===== src/rtl/c_esc_pkg.sv =====
// ----------------------------------------------------------------------------
// C string escape decoder package
// Shared character codes, escape phase type and state/result records.
// ----------------------------------------------------------------------------
package c_esc_pkg;

  // Character codes recognized by the decoder.
  localparam logic [7:0] CHR_BSLASH = 8'h5C;
  localparam logic [7:0] CHR_ZERO   = 8'h30;
  localparam logic [7:0] CHR_SEVEN  = 8'h37;
  localparam logic [7:0] CHR_NINE   = 8'h39;
  localparam logic [7:0] CHR_N      = 8'h6E;
  localparam logic [7:0] CHR_R      = 8'h72;
  localparam logic [7:0] CHR_T      = 8'h74;
  localparam logic [7:0] CHR_V      = 8'h76;

  // Control bytes produced by the letter escapes.
  localparam logic [7:0] CTL_LF  = 8'h0A;
  localparam logic [7:0] CTL_CR  = 8'h0D;
  localparam logic [7:0] CTL_TAB = 8'h09;
  localparam logic [7:0] CTL_VT  = 8'h0B;

  // Where the decoder stands within an escape sequence.
  typedef enum logic [1:0] {
    PH_TEXT = 2'd0,  // ordinary text
    PH_ESC  = 2'd1,  // right after a backslash
    PH_NUM2 = 2'd2,  // numeric escape, two bytes still to consume
    PH_NUM1 = 2'd3   // numeric escape, one byte still to consume
  } phase_t;

  // Decoder state carried from one byte to the next.
  typedef struct packed {
    phase_t     phase;
    logic [7:0] octal_value;
    logic       octal_open;
  } state_t;

  localparam state_t STATE_RESET = '{phase: PH_TEXT, octal_value: 8'h00, octal_open: 1'b0};

  // One decoded result and whether the byte produces it at all.
  typedef struct packed {
    logic       emit;
    logic [7:0] data;
    logic       valid;
    logic       last;
  } result_t;

endpackage


===== src/rtl/c_esc_dec.sv =====
// ----------------------------------------------------------------------------
// C string escape decoder step
// Combinational next-state and result logic for one input byte.
// ----------------------------------------------------------------------------
module c_esc_dec (
  input  c_esc_pkg::state_t  st,
  input  logic [7:0]         in_byte,
  input  logic               in_last,
  output c_esc_pkg::state_t  st_nxt,
  output c_esc_pkg::result_t res
);

  logic       is_digit;
  logic       is_octal;
  logic [7:0] letter_map;
  logic [7:0] first_value;
  logic [7:0] shifted_value;

  // Byte classification.
  assign is_digit = (in_byte >= c_esc_pkg::CHR_ZERO) && (in_byte <= c_esc_pkg::CHR_NINE);
  assign is_octal = (in_byte >= c_esc_pkg::CHR_ZERO) && (in_byte <= c_esc_pkg::CHR_SEVEN);

  // An octal digit's value is its low three bits; 8 or 9 starts at zero.
  assign first_value   = is_octal ? {5'b00000, in_byte[2:0]} : 8'h00;
  assign shifted_value = {st.octal_value[4:0], in_byte[2:0]};

  // Letter escapes that map to control bytes; anything else stands for itself.
  always_comb begin
    priority if (in_byte == c_esc_pkg::CHR_N) begin
      letter_map = c_esc_pkg::CTL_LF;
    end else if (in_byte == c_esc_pkg::CHR_R) begin
      letter_map = c_esc_pkg::CTL_CR;
    end else if (in_byte == c_esc_pkg::CHR_T) begin
      letter_map = c_esc_pkg::CTL_TAB;
    end else if (in_byte == c_esc_pkg::CHR_V) begin
      letter_map = c_esc_pkg::CTL_VT;
    end else begin
      letter_map = in_byte;
    end
  end

  // Per-phase decode.
  always_comb begin
    st_nxt = st;
    res    = '0;
    unique case (st.phase)
      c_esc_pkg::PH_TEXT: begin
        if (in_byte == c_esc_pkg::CHR_BSLASH) begin
          if (in_last) begin
            // A lone backslash at the end is dropped; an end marker remains.
            res = '{emit: 1'b1, data: 8'h00, valid: 1'b0, last: 1'b1};
          end else begin
            st_nxt.phase = c_esc_pkg::PH_ESC;
          end
        end else begin
          res = '{emit: 1'b1, data: in_byte, valid: 1'b1, last: in_last};
        end
      end
      c_esc_pkg::PH_ESC: begin
        if (is_digit) begin
          st_nxt.octal_value = first_value;
          st_nxt.octal_open  = is_octal;
          if (in_last) begin
            res = '{emit: 1'b1, data: first_value, valid: 1'b1, last: 1'b1};
          end else begin
            st_nxt.phase = c_esc_pkg::PH_NUM2;
          end
        end else begin
          res          = '{emit: 1'b1, data: letter_map, valid: 1'b1, last: in_last};
          st_nxt.phase = c_esc_pkg::PH_TEXT;
        end
      end
      c_esc_pkg::PH_NUM2, c_esc_pkg::PH_NUM1: begin
        if (st.octal_open && is_octal) begin
          st_nxt.octal_value = shifted_value;
        end else begin
          st_nxt.octal_open = 1'b0;
        end
        if ((st.phase == c_esc_pkg::PH_NUM1) || in_last) begin
          res = '{emit: 1'b1, data: st_nxt.octal_value, valid: 1'b1, last: in_last};
          st_nxt.phase = c_esc_pkg::PH_TEXT;
        end else begin
          st_nxt.phase = c_esc_pkg::PH_NUM1;
        end
      end
      default: begin
        st_nxt = c_esc_pkg::STATE_RESET;
      end
    endcase

    // The end of a string returns the decoder to its reset state.
    if (in_last) begin
      st_nxt = c_esc_pkg::STATE_RESET;
    end
  end

endmodule


===== src/rtl/c_escape_unescaper_core.sv =====
// ----------------------------------------------------------------------------
// C string escape decoder core
// Unescapes a C-style quoted string streamed one byte per transaction.
// ----------------------------------------------------------------------------
// Usage:
//   The input stream carries one string byte per transaction in in_tdata,
//   with in_tlast set on the final byte of a string. The output stream gives
//   one decoded byte per transaction in out_tdata; out_tuser[0] is set when
//   the byte is real data, and out_tlast marks the end of the decoded string.
//   A transaction with out_tuser[0] low carries only the end mark (a trailing
//   lone backslash) and its data is zero.
//   A backslash and the first two bytes of a numeric escape produce no output;
//   a letter escape yields its byte with its second byte, and a numeric escape
//   yields one byte with its third byte, or earlier when the string ends.
//   A byte accepted into the input register is decoded there and its
//   result is registered before it is presented on the output.
//   Throughput is one byte per cycle while the receiver takes results,
//   set by the single decode step between the input and result registers.
//   Reset clears both stages and returns the decoder to plain text.
//   When the receiver stalls, the result register holds its transaction and
//   the input register still takes a byte if it is empty or produces no
//   result; otherwise in_tready drops until the result is taken.
// ----------------------------------------------------------------------------
module c_escape_unescaper_core (
  input  logic       clk,
  input  logic       rst_n,
  // Input stream
  input  logic       in_tvalid,
  output logic       in_tready,
  input  logic [7:0] in_tdata,   // [7:0] in_byte
  input  logic       in_tlast,
  // Result stream
  output logic       out_tvalid,
  input  logic       out_tready,
  output logic [7:0] out_tdata,  // [7:0] out_byte
  output logic [0:0] out_tuser,  // [0] out_valid
  output logic       out_tlast
);

  logic                s1_valid_r;
  logic [7:0]          s1_byte_r;
  logic                s1_last_r;
  c_esc_pkg::state_t   state_r;
  c_esc_pkg::state_t   state_nxt;
  c_esc_pkg::result_t  dec_res;
  logic                out_valid_r;
  logic [7:0]          out_byte_r;
  logic                out_flag_r;
  logic                out_last_r;
  logic                out_free;
  logic                s1_adv;

  // Decode step for the byte held in the input register.
  c_esc_dec u_dec (
    .st      (state_r),
    .in_byte (s1_byte_r),
    .in_last (s1_last_r),
    .st_nxt  (state_nxt),
    .res     (dec_res)
  );

  // Handshake control between the two stages.
  assign out_free  = !out_valid_r || out_tready;
  assign s1_adv    = s1_valid_r && (!dec_res.emit || out_free);
  assign in_tready = !s1_valid_r || s1_adv;

  // Input register.
  always_ff @(posedge clk) begin
    if (!rst_n) begin
      s1_valid_r <= 1'b0;
    end else if (in_tready) begin
      s1_valid_r <= in_tvalid;
    end
  end

  always_ff @(posedge clk) begin
    if (in_tready && in_tvalid) begin
      s1_byte_r <= in_tdata;
      s1_last_r <= in_tlast;
    end
  end

  // Escape state advances once per decoded byte.
  always_ff @(posedge clk) begin
    if (!rst_n) begin
      state_r <= c_esc_pkg::STATE_RESET;
    end else if (s1_adv) begin
      state_r <= state_nxt;
    end
  end

  // Result register.
  always_ff @(posedge clk) begin
    if (!rst_n) begin
      out_valid_r <= 1'b0;
    end else if (out_free) begin
      out_valid_r <= s1_adv && dec_res.emit;
    end
  end

  always_ff @(posedge clk) begin
    if (out_free && s1_adv && dec_res.emit) begin
      out_byte_r <= dec_res.data;
      out_flag_r <= dec_res.valid;
      out_last_r <= dec_res.last;
    end
  end

  assign out_tvalid   = out_valid_r;
  assign out_tdata    = out_byte_r;
  assign out_tuser[0] = out_flag_r;
  assign out_tlast    = out_last_r;

`ifndef SYNTHESIS
  // A result without a data byte only marks the end of a string.
  a_marker_is_last: assert property (@(posedge clk) disable iff (!rst_n)
    (out_tvalid && !out_tuser[0]) |-> (out_tlast && (out_tdata == 8'h00)))
    else $error("end-only result without last or with nonzero data");

  // Finishing a string leaves the decoder in plain text.
  a_last_resets: assert property (@(posedge clk) disable iff (!rst_n)
    (s1_adv && s1_last_r) |=> (state_r.phase == c_esc_pkg::PH_TEXT && !state_r.octal_open))
    else $error("decoder state not cleared after end of string");

  // Input backpressure only when both stages are occupied.
  a_stall_cause: assert property (@(posedge clk) disable iff (!rst_n)
    !in_tready |-> (s1_valid_r && out_valid_r && !out_tready))
    else $error("input stalled without a blocked result");

  // Stage-one data that produces a result is never discarded.
  a_no_drop: assert property (@(posedge clk) disable iff (!rst_n)
    (s1_valid_r && dec_res.emit && !out_free) |=> (s1_valid_r && $stable(s1_byte_r)))
    else $error("pending byte lost while the result register was full");
`endif

endmodule


===== config.mk =====
export PLATFORM = sky130hd
export DESIGN_NAME = c_escape_unescaper_core
export DESIGN_NICKNAME = d
export VERILOG_FILES = /design/src/rtl/c_esc_pkg.sv /design/src/rtl/c_esc_dec.sv /design/src/rtl/c_escape_unescaper_core.sv
export SDC_FILE = /design/constraint.sdc
export NUM_CORES = 1
export LEC_CHECK = 0
export BUFFER_PORTS_ARGS = -buffer_cell sky130_fd_sc_hd__buf_2
export CAP_MARGIN = 10
export CORE_ASPECT_RATIO = 1.2
export CORE_UTILIZATION = 27
export CTS_CLUSTER_SIZE = 24
export DETAILED_ROUTE_END_ITERATION = 10
export PLACE_DENSITY_LB_ADDON = 0.1
export REMOVE_ABC_BUFFERS = 1
export SYNTH_ARGS = -nofsm -noshare
export SYNTH_HDL_FRONTEND = slang
export SYNTH_SLANG_ARGS = --single-unit

===== constraint.sdc =====
create_clock -name clk -period 6.8 [get_ports clk]
set_clock_uncertainty 0.15 [all_clocks]
set_input_delay 0.34 -clock clk [delete_from_list [all_inputs] [get_ports clk]]
set_output_delay 0.34 -clock clk [all_outputs]
set_load 0.05 [all_outputs]

# Word level (Yosys, flattened, before mapping)
# Cells that the tools add are included.
[totals] reg_bits=32 output_inout_bits=12 input_bits=13
[op_classes] n_reduce_logical=21 muxes=20 eq_ne=11 magnitude_cmp=3
[ops] operator="11-bit 2-to-1 mux" n=6
[ops] operator="8-bit by 7-bit equality test with 1-bit output, second input constant" n=5
[ops] operator="8-bit 2-to-1 mux" n=5
[ops] operator="11-bit one-hot mux with 3 select lines" n=1
[ops] operator="9-bit one-hot mux with 2 select lines" n=1
[ops] operator="8-bit by 6-bit less-or-equal comparator with 1-bit output, second input constant" n=2
[ops] operator="9-bit 2-to-1 mux" n=1
[ops] operator="8-bit by 6-bit >= comparator with 1-bit output, second input constant" n=1
[ops] operator="1-bit logical AND" n=8
[ops] operator="2-bit 2-to-1 mux" n=3
[ops] operator="3-bit by 2-bit inequality test with 1-bit output, second input constant" n=2
[ops] operator="2-bit one-hot mux with 3 select lines" n=1
[ops] operator="2-bit equality test, second input constant" n=2
[ops] operator="1-bit logical OR" n=4
[ops] operator="4-bit AND reduction" n=1
[ops] operator="1-bit logical NOT" n=3
[ops] operator="3-bit 2-to-1 mux" n=1
[ops] operator="3-bit inequality test, second input constant" n=1
[ops] operator="3-bit AND reduction" n=1
[ops] operator="3-bit nonzero test" n=1
[ops] operator="2-bit by 1-bit equality test with 1-bit output, second input constant" n=1
[ops] operator="2-bit logical NOT" n=1
[ops] operator="2-bit AND reduction" n=1
[ops] operator="2-bit OR reduction" n=1
[ops] operator="1-bit 2-to-1 mux" n=1

# Longest topological paths before layout
# Gate-level depths: netlist of the first run.
[logic_depth] ltp_word=12 depth_mapped=7 mapped_depth_nobuf=5

# Hierarchy
# From an unflattened synthesis of the first run, not the netlist that was laid out.
[unflattened] cells_unflattened=193 area_unflattened_um2=1903.1
[modules_own_cells] mod="c_escape_unescaper_core" instances=1 seq_area_each_um2=830.8 area_per_inst_um2=1127.3 cells_each=77
[modules_own_cells] mod="c_esc_dec" instances=1 seq_area_each_um2=0.0 area_per_inst_um2=775.7 cells_each=116

# Least setup slack after synthesis of the first run
# OpenSTA, ideal clock, no wires.
[synth_timing] path_kind="register to register" start="reg s1_byte_r[7]" end="reg s1_byte_r[0], enable pin" arrival_ns=2.371 path_slack_ns=3.941 path_stages_with_launch=6 period_less_slack_ns=2.859 n_path_buf=0 setup_time_ns=0.338 required_time_ns=6.312 cell_sequence="edfxtp_1 -> or3b_1 -> or4_4 -> a31oi_4 -> or3_1 -> and2_1"
[synth_via] elab_chain_len=9 word_cells_on_any_way=12 classes_between="2 x order compare; 1 x eq/ne; 3 x mux; 6 x reduce/logical"
[synth_rtl] item="start: declaration" line="c_escape_unescaper_core.sv:41" source="logic [7:0] s1_byte_r;"
[synth_rtl] item="start signal: assignment" line="c_escape_unescaper_core.sv:78" source="s1_byte_r <= in_tdata;"
[synth_rtl] item="8-bit by 6-bit >= comparator with 1-bit output or 8-bit by 6-bit less-or-equal comparator with 1-bit output (tied branches)" line="c_esc_dec.sv:20" source="assign is_digit = (in_byte >= c_esc_pkg::CHR_ZERO) && (in_byte <= c_esc_pkg::CHR_NINE);"
[synth_rtl] item="1-bit logical AND" line="c_esc_dec.sv:20"
[synth_rtl] item="11-bit 2-to-1 mux" line="c_esc_dec.sv:60" source="if (is_digit) begin"
[synth_rtl] item="11-bit one-hot mux with 3 select lines (*)" line="c_esc_dec.sv:46" source="unique case (st.phase)"
[synth_rtl] item="1-bit logical NOT (*)" line="c_escape_unescaper_core.sv:64" source="assign s1_adv = s1_valid_r && (!dec_res.emit || out_free);"
[synth_rtl] item="1-bit logical OR (*)" line="c_escape_unescaper_core.sv:64"
[synth_rtl] item="1-bit logical AND (*)" line="c_escape_unescaper_core.sv:64"
[synth_rtl] item="1-bit logical OR (*)" line="c_escape_unescaper_core.sv:65" source="assign in_tready = !s1_valid_r || s1_adv;"
[synth_rtl] item="via in_tready" line="c_escape_unescaper_core.sv:29" source="output logic in_tready,"
[synth_rtl] item="1-bit logical AND (*)" line="c_escape_unescaper_core.sv:77" source="if (in_tready && in_tvalid) begin"
# Mark *: on every way through the listed nets, which the timed path passes. The rest lies on a longest branch.
# A chain may end at the register's enable or synchronous reset.

# Final worst setup path of the first run
[layout_timing] start="reg s1_byte_r[7]" end="out in_tready"
[layout_via] elab_chain_len=8 word_cells_on_any_way=11 classes_between="2 x order compare; 1 x eq/ne; 3 x mux; 5 x reduce/logical"
[layout_rtl] item="8-bit by 6-bit >= comparator with 1-bit output or 8-bit by 6-bit less-or-equal comparator with 1-bit output (tied branches)" line="c_esc_dec.sv:20"
[layout_rtl] item="1-bit logical AND" line="c_esc_dec.sv:20"
[layout_rtl] item="11-bit 2-to-1 mux" line="c_esc_dec.sv:60"
[layout_rtl] item="11-bit one-hot mux with 3 select lines (*)" line="c_esc_dec.sv:46"
[layout_rtl] item="1-bit logical NOT (*)" line="c_escape_unescaper_core.sv:64"
[layout_rtl] item="1-bit logical OR (*)" line="c_escape_unescaper_core.sv:64"
[layout_rtl] item="1-bit logical AND (*)" line="c_escape_unescaper_core.sv:64"
[layout_rtl] item="1-bit logical OR (*)" line="c_escape_unescaper_core.sv:65"
[layout_rtl] item="end: declaration" line="c_escape_unescaper_core.sv:29"
# Every way passes the cells marked *; elsewhere a longest branch is shown, timed or not.

==> results of run 1 <==
## cell families after synthesis
family                 share of synthesized area (%)
and+or+nand+nor                                 19.9
AOI/OAI and AO/OA                               23.4
DFF                                             48.9
buffers and inverters                           3.39
muxes                                           4.42
## power breakdown
part | total (mW) | leakage [nW] | switching, mW | internal [mW]
Clock | 0.137 | 0.0403 | 0.0673 | 0.0696
Sequential | 0.221 | 0.286 | 0.00786 | 0.213
Combinational | 0.0356 | 0.358 | 0.0249 | 0.0107
## cell type report
cell class              instances  area (um^2)  share of cell area [%]
flip-flops and latches         32          831                    42.3
inverters                       5         18.8                   0.956
multi-input cells             121          811                    41.3
repair buffers                 24          120                    6.12
well taps                      82          103                    5.23
clock buffers                   6         72.6                    3.70
clock inverters                 2         7.51                   0.382
## registers in the layout, summed over array words and instances, names as in the netlist
register,flops
state_r,11
out_tlast,1
s1_byte_r,8
s1_valid_r,1
out_tuser,1
out_tvalid,1
s1_last_r,1
out_tdata,8
## placed cells by master (no fill, tap or decap), types with 3 or more instances in the layout
cell type and count:
buf_2 24, edfxtp_1 19, o21ai_0 13, dfxtp_1 13, nand2_1 12, nor2_1 12, nand2b_1 6, nand3_1 6
inv_1 5, a21oi_1 5, clkbuf_8 5, or3_1 4, and2_1 4, a21o_1 4, a21boi_0 4, mux2_2 4
a32o_1 4, or4_1 3, mux2i_1 3, o31ai_1 3
## per-layer routing
| layer | vias to the layer above | share of wire [%] |
|---|---|---|
| met5 | - | 0 |
| met4 | 0 | 5.0 |
| met3 | 18 | 5.7 |
| met2 | 66 | 48 |
| met1 | 661 | 42 |
| li1 | 685 | - |
## stage by stage
stage,instances,area [um^2]
floorplan,158,1660
global placement,264,1880
detailed placement,264,1880
CTS,272,1960
global route,272,1960
finish,272,1960
## worst register-to-register path, cell delays in order, from the launching register on
cell      delay, ps
edfxtp_1        460
or3b_1          440
or4_4           510
a31oi_4         250
or3_1           180
and2_1          370
## cell usage after synthesis, types with 5 or more instances
| library cell | number |
|---|---|
| a21oi_1 | 5 |
| clkbuf_1 | 9 |
| dfxtp_1 | 13 |
| edfxtp_1 | 19 |
| inv_1 | 5 |
| nand2_1 | 12 |
| nand2b_1 | 6 |
| nand3_1 | 6 |
| nor2_1 | 12 |
| o21ai_0 | 13 |
## worst max path at each step
stage                       from           end  slack (ps)  cells past startpoint
floorplan           s1_byte_r[7]  s1_byte_r[0]        3940                      5
global placement    s1_byte_r[7]  s1_byte_r[2]        4110                      5
detailed placement  s1_byte_r[7]  s1_byte_r[2]        4090                      5
CTS                 s1_byte_r[7]     in_tready        3900                      5
global route        s1_byte_r[7]     in_tready        3790                      5
finish              s1_byte_r[7]     in_tready        3910                      5
==> impl_metrics.py, run 1 <==
metrics = {
    "yosys": {
        "yosysTopAreaCell": "edfxtp_1",
        "ys_ff_latch": 32,
        "yosysTopAreaCellShare_pct": 33.6,
        "async_reset_ff_share_pct": 0,
        "ys_seq_area_share_pct": 48.9,
        "synth_edf_count": 19,
        "synth_area_leaders": "edfxtp_1 34%, dfxtp_1 15%, o21ai_0 3.8%",
        "synth_cell_types": 47,
        "syn_area_um2": 1700,
        "netlist_instances": 168,
        "synthFlopType": "edfxtp_1",
        "syn_area_per_cell_um2": 10.1,
        "ys_warn_count": 0,
    },
    "worst_setup_path": {
        "crit_arrival_ps": 2400,
        "path_delay_family": "simple AND/OR/NAND/NOR gates",
        "reg2reg_to": "s1_byte_r[2]",
        "required_ps": 6310,
        "critPathKind": "flip-flop to primary output",
        "cp-end-kind": "primary output",
        "r2r_setup_slack_ps": 4100,
        "path_cells": "or3b_1, or4_4, a31oi_4, or3_1, buf_2",
        "worst-path-buf-inv": 1,
        "max_stage_delay_ps": 510,
        "reg2reg_depth": 5,
        "worst-path-max-fanout": 6,
        "rr_startpoint": "s1_byte_r[7]",
        "crit_slowest_cell": "or4_4",
        "start_kind": "flip-flop",
    },
    "layout": {
        "nets": 202,
        "final_layout_size_suffix_gt1_share_pct": 22.1,
        "fillCellCount": 640,
        "diodes": 0,
        "area_growth_pct": 15.5,
        "final_core_util_pct": 32.4,
    },
    "clock_network": {
        "cts_hold_buf": 0,
        "cts_tree": "built",
        "h-tree-depth": 2,
        "clock-root-buffer": "clkbuf_8",
        "post_cts_buffers": 0,
        "clkTransAtPathRegs_ps": 60,
        "cts_sinks": 32,
        "clk_latency_ps": 290,
        "cts_buffers": 5,
        "cts_resized": 0,
        "clk_path_buf_depth": 2,
    },
    "pwr": {
        "power_density_nw_per_um2": 200,
        "p_leak_nw": 0.684,
        "power_uw": 393,
        "peakVddDrop_mv": 0.103,
    },
    "detailed_routing": {
        "drt-wirelength-per-cell_um": 15.5,
        "firstDrtPassIters": 5,
        "ant_nets": 0,
        "drt-initial-drc-count": 74,
        "vias": 1430,
        "drc_errors": 0,
        "wirelength_mm": 4.22,
        "viasPerCell": 5.26,
    },
    "die": {
        "core_area_um2": 6050,
        "io_pins": 25,
        "start_util_pct": 28.1,
        "dieWidth_um": 74.4,
        "die-area_um2": 6620,
        "fp-row-count": 31,
        "die_h_um": 88.9,
    },
    "min_path": {
        "hold_class": "input port to flip-flop",
        "hold_path.startpoint": "in_tdata[1]",
        "whs_path_depth": 1,
        "holdPathEnd": "s1_byte_r[1]",
    },
    "placement": {
        "io_buffers": 24,
        "preCtsSetupSlack_ps": 4090,
        "hpwl_mm": 3.12,
        "place_congestion": 0.843,
    },
    "timing": {
        "setup_violations": 0,
        "report.final.slew_viol_count": 0,
        "setup_slack_ps": 3910,
        "timing.hold.ws_ps": 74.9,
        "setup_tns_ps": 0,
        "rsz0062_at_grt": "no",
        "tightestPinTransition_ps": 827,
        "finalHoldViolations": 0,
        "post-route-period-util_pct": 42.6,
        "relSlewSlack_pct": 44.6,
        "fmax_ghz": 0.345,
        "min_period_ps": 2890,
    },
    "outcome": {
        "status": "finished clean",
    },
    "grt": {
        "grt_util_all_layers_pct": 14.2,
        "grt_antenna_before_repair": 0,
        "gr-usage-met2_pct": 21.2,
        "grt_pass1_vias": 1355,
        "top_usage_layer": "met2",
        "grt_max_degree": 18,
        "grt_pass1_wl_mm": 6.84,
        "grt_util_met1_pct": 17.1,
        "use_met3_pct": 4.06,
        "grt_overflow": 0,
    },
    "run": {
        "drv_cap": 0,
    },
}
No activity file was read; power rests on OpenSTA's default activity.
==> inputs of run 2 (changes only) <==
==> constraint.sdc (replaced) <==
create_clock -name clk -period 2.44 [get_ports clk]
set_clock_uncertainty 0.15 [all_clocks]
set_input_delay 0.122 -clock clk [delete_from_list [all_inputs] [get_ports clk]]
set_output_delay 0.122 -clock clk [all_outputs]
set_load 0.05 [all_outputs]
==> impl_metrics.py, run 2 (same netlist as run 1, synthesis figures left out) <==
metrics = {
    "die": {
        "die-area_um2": 6620,
        "io_pins": 25,
        "start_util_pct": 28.1,
        "dieWidth_um": 74.4,
        "fp-row-count": 31,
        "die_h_um": 88.9,
        "core_area_um2": 6050,
    },
    "worst_setup_path": {
        "max_stage_delay_ps": 530,
        "reg2reg_depth": 6,
        "start_kind": "flip-flop",
        "path_cells": "or3b_4, or4_4, a31oi_4, or3_4, buf_6, buf_8",
        "worst-path-max-fanout": 3,
        "critPathKind": "flip-flop to primary output",
        "cp-end-kind": "primary output",
        "crit_arrival_ps": 2220,
        "crit_slowest_cell": "or4_4",
        "worst-path-buf-inv": 2,
        "crit_cells": 6,
        "path_delay_family": "simple AND/OR/NAND/NOR gates",
        "required_ps": 2170,
    },
    "timing": {
        "setup_slack_ps": -50.4,
        "relSlewSlack_pct": 62.3,
        "tightestPinTransition_ps": 565,
        "setup_violations": 9,
        "post-route-period-util_pct": 102,
        "rsz0062_at_grt": "yes",
        "min_period_ps": 2490,
        "fmax_ghz": 0.402,
        "report.final.slew_viol_count": 0,
        "finalHoldViolations": 0,
    },
    "outcome": {
        "violations": "negative setup slack",
        "status": "finished, violations left",
    },
    "pwr": {
        "seq_power_share_pct": 48.7,
        "peakVddDrop_mv": 0.333,
        "p_clk_share_pct": 39.4,
        "power.switching_uw": 301,
        "power_density_nw_per_um2": 540,
        "p_sw_share_pct": 24.2,
        "p_leak_nw": 0.864,
        "p_comb_share_pct": 11.8,
        "intPower_uw": 940,
    },
    "clock_network": {
        "clk_path_buf_depth": 2,
        "cts_sinks": 32,
        "cts_buffers": 5,
        "clkTransAtPathRegs_ps": 70,
        "h-tree-depth": 2,
        "clock-root-buffer": "clkbuf_8",
        "cts_tree": "built",
        "clk_latency_ps": 280,
    },
    "detailed_routing": {
        "firstDrtPassIters": 4,
        "drc_errors": 0,
        "wirelength_mm": 4.53,
        "drt-initial-drc-count": 93,
        "vias": 1515,
        "viasPerCell": 4.98,
        "drt-wirelength-per-cell_um": 14.9,
        "ant_nets": 0,
    },
    "layout": {
        "final_cell_mix": "23 x buf_2, 20 x buf_4, 19 x edfxtp_1",
        "largest_register_ffs": 11,
        "diodes": 0,
        "regMostFlops": "state_r",
        "design_area_um2": 2300,
        "area_growth_pct": 35.1,
        "multi_input_area_um2": 821,
        "final_layout_size_suffix_gt1_share_pct": 31.1,
        "fillCellCount": 638,
        "nets": 234,
        "regArea_um2": 831,
        "layout_commonest_cell": "buf_2",
    },
    "placement": {
        "preCtsSetupSlack_ps": -68.4,
        "place_area_um2": 2050,
        "io_buffers": 24,
        "hpwl_mm": 3.36,
        "place_congestion": 0.854,
    },
    "grt": {
        "grt_overflow": 0,
        "grt_max_degree": 16,
        "grt_pass1_wl_mm": 7.39,
        "grt_antenna_before_repair": 0,
        "grt_util_all_layers_pct": 15.0,
        "grt_pass1_vias": 1514,
    },
    "min_path": {
        "whs_path_depth": 2,
        "hold_class": "input port to flip-flop",
    },
    "run": {
        "drv_cap": 0,
    },
}
## run 2: area by class of cell
class	count	share of cell area [%]
flip-flops and latches	32	36.2
multi-input cells	121	35.7
repair buffers	56	17.9
clock buffers	7	4.69
well taps	82	4.47
inverters	5	0.817
clock inverters	1	0.163
## run 2: routing by layer
layer	part of all wire, %	vias to the layer above	wire length (um)	GRT usage [%]
met1	44	729	2000	18.6
met4	1.8	0	80	5.49
met2	51	28	2320	25.5
li1	-	750	-	-
met3	2.7	8	122	3.16
met5	0	-	0	0
## run 2: path summary, 6_finish.rpt
path                 from           end  slack (ps)
min reg2reg    state_r[7]    state_r[7]         320
max reg2reg  s1_byte_r[7]  s1_byte_r[3]           0
max          s1_byte_r[7]     in_tready         -50
min                 rst_n    state_r[3]          70
## run 2: stage by stage
step           utilization [%]  setup TNS (ps)  cells  total power [mW]  hold slack [ps]
6_report                  37.9           -69.2    304              1.24             73.5
5_1_grt                   37.9            -787    304              1.29             97.6
4_1_cts                   37.8           -51.0    304              1.25             73.2
3_5_place_dp              33.8            -612    284             0.747              150
3_3_place_gp              33.8            -178    284             0.748              148
2_1_floorplan                -           -3780    158             0.688             70.9
## run 2: power by group through the flow
stage	sequential (mW)	clock (mW)	combinational, mW
after floorplan	0.650	0	0.0387
after global placement	0.616	0	0.131
after detailed placement	0.617	0	0.130
after CTS	0.605	0.500	0.146
after global routing	0.607	0.519	0.159
final	0.605	0.489	0.147
## run 2: repair_timing
item / 4_1_cts / 5_1_grt
endpoints found under the hold margin: 10 / 0
endpoints found under the setup margin: 10 / 10
pin swaps: 2 / 6
hold buffers: 10 / 0
buffers inserted: 2 / 1
cloned: 0 / 0
resized for setup: 5 / 3
==> inputs of run 3 (changes only) <==
--- a/config.mk
+++ b/config.mk
@@ -7,6 +7,8 @@
 export LEC_CHECK = 0
 export BUFFER_PORTS_ARGS = -buffer_cell sky130_fd_sc_hd__buf_2
 export CAP_MARGIN = 10
+export CELL_PAD_IN_SITES_DETAIL_PLACEMENT = 1
+export CELL_PAD_IN_SITES_GLOBAL_PLACEMENT = 2
 export CORE_ASPECT_RATIO = 1.2
 export CORE_UTILIZATION = 27
 export CTS_CLUSTER_SIZE = 24
==> impl_metrics.py, run 3 (same netlist as run 1, synthesis figures left out) <==
metrics = {
    "layout": {
        "regArea_um2": 831,
        "final_cell_mix": "28 x buf_4, 23 x buf_2, 19 x edfxtp_1",
        "diodes": 0,
        "largest_register_ffs": 11,
        "nets": 242,
        "fillCellCount": 711,
        "layout_commonest_cell": "buf_4",
        "regMostFlops": "state_r",
        "area_growth_pct": 37.0,
        "multi_input_area_um2": 821,
        "final_layout_size_suffix_gt1_share_pct": 33.5,
    },
    "detailed_routing": {
        "firstDrtPassIters": 4,
        "drc_errors": 0,
        "drt-initial-drc-count": 62,
        "vias": 1583,
        "viasPerCell": 5.07,
        "drt-wirelength-per-cell_um": 16.5,
        "wirelength_mm": 5.15,
        "ant_nets": 0,
    },
    "grt": {
        "grt_overflow": 0,
        "grt_pass1_wl_mm": 8.30,
        "grt_util_all_layers_pct": 17.1,
        "grt_antenna_before_repair": 0,
        "grt_max_degree": 16,
        "grt_pass1_vias": 1653,
    },
    "worst_setup_path": {
        "worst-path-max-fanout": 3,
        "worst-path-buf-inv": 2,
        "crit_cells": 6,
        "path_delay_family": "simple AND/OR/NAND/NOR gates",
        "rr_startpoint": "s1_byte_r[7]",
        "start_kind": "flip-flop",
        "reg2reg_to": "out_tdata[3]",
        "required_ps": 2170,
        "reg2reg_depth": 6,
        "max_stage_delay_ps": 440,
        "crit_arrival_ps": 2130,
        "crit_end": "in_tready",
        "path_cells": "or3b_4, or4_4, a31oi_4, or3_4, buf_6, buf_8",
        "r2r_setup_slack_ps": 50,
        "cp-end-kind": "primary output",
        "cp-startpoint": "s1_byte_r[7]",
        "crit_slowest_cell": "or4_4",
        "critPathKind": "flip-flop to primary output",
    },
    "pwr": {
        "power_mw": 1.16,
        "peakVddDrop_mv": 0.323,
        "p_leak_nw": 0.889,
        "power_density_nw_per_um2": 497,
    },
    "min_path": {
        "hold_class": "input port to flip-flop",
        "whs_path_depth": 2,
    },
    "die": {
        "die_h_um": 88.9,
        "core_area_um2": 6050,
        "fp-row-count": 31,
        "io_pins": 25,
        "die-area_um2": 6620,
        "dieWidth_um": 74.4,
        "start_util_pct": 28.1,
    },
    "clock_network": {
        "clock-root-buffer": "clkbuf_8",
        "cts_buffers": 5,
        "h-tree-depth": 2,
        "clk_latency_ps": 290,
        "clk_path_buf_depth": 2,
        "clkTransAtPathRegs_ps": 70,
        "cts_sinks": 32,
        "cts_tree": "built",
    },
    "outcome": {
        "status": "finished clean",
    },
    "placement": {
        "io_buffers": 24,
        "preCtsSetupSlack_ps": -63.5,
        "place_congestion": 0.810,
        "hpwl_mm": 3.99,
    },
    "timing": {
        "min_period_ps": 2400,
        "report.final.slew_viol_count": 0,
        "setup_slack_ps": 38.1,
        "post-route-period-util_pct": 98.4,
        "relSlewSlack_pct": 60.1,
        "setup_tns_ps": 0,
        "timing.hold.ws_ps": 76.0,
        "setup_violations": 0,
        "fmax_ghz": 0.416,
        "rsz0062_at_grt": "yes",
        "tightestPinTransition_ps": 598,
        "finalHoldViolations": 0,
    },
    "run": {
        "drv_cap": 0,
    },
}
run 3: changes by cell type in the layout (fill, tap and decap cells not counted), sizes merged:
cell,previous run,this run
clkinv,1,3
clkbuf,7,5
buf,46,54
run 3: area by class of cell:
cell class                 instances  area share [%]
clock inverter                     3           0.591
timing repair buffer              64            20.3
tap                               82            4.41
sequential                        32            35.7
multi-input combinational        121            35.3
inverter                           5           0.806
clock buffer                       5            2.96
run 3: metal layers:
metal  share of wire, %  vias to the layer above  global-route usage [%]
li1                   -                      765                       -
met1                 42                      758                    19.5
met2                 51                       43                    30.5
met3                3.7                       17                    3.27
met4                3.4                        0                    8.23
met5                  0                        -                       0
run 3: repair_timing:
action | CTS | global route
cloned | 0 | 0
hold endpoints to repair | 10 | 0
setup endpoints to repair | 20 | 10
hold buffers | 10 | 0
resized for setup | 8 | 0
buffers inserted | 2 | 1
pin swaps | 3 | 2
run 3: report_power, final:
group	leakage, nW	total, mW	internal [mW]	switching [mW]
logic	0.558	0.156	0.0648	0.0908
clock network	0.0453	0.397	0.193	0.204
registers	0.286	0.604	0.593	0.0112
run 3: per-stage QoR:
stage	cells	utilization (%)	instance area, um^2
5_1_grt	312	38.5	2330
3_5_place_dp	292	34.8	2110
4_1_cts	312	38.5	2330
6_report	312	38.5	2330
2_1_floorplan	158	-	1660
3_3_place_gp	292	34.8	2110
run 3: how the worst min path moves through the flow:
stage | end | slack (ps) | start
final | state_r[3] | 80 | rst_n
after global routing | state_r[3] | 80 | rst_n
after CTS | state_r[3] | 70 | rst_n
after detailed placement | s1_byte_r[6] | 150 | in_tdata[6]
after global placement | s1_byte_r[0] | 150 | in_tdata[0]
after floorplan | s1_byte_r[0] | 70 | in_tdata[0]
run 3: worst register-to-register path, delay by kind of cell, from the launching register on:
family          cells  cell delay [ps]
flops               1              390
compound gates      2              300
simple gates        3             1240
buf+inv             1              150
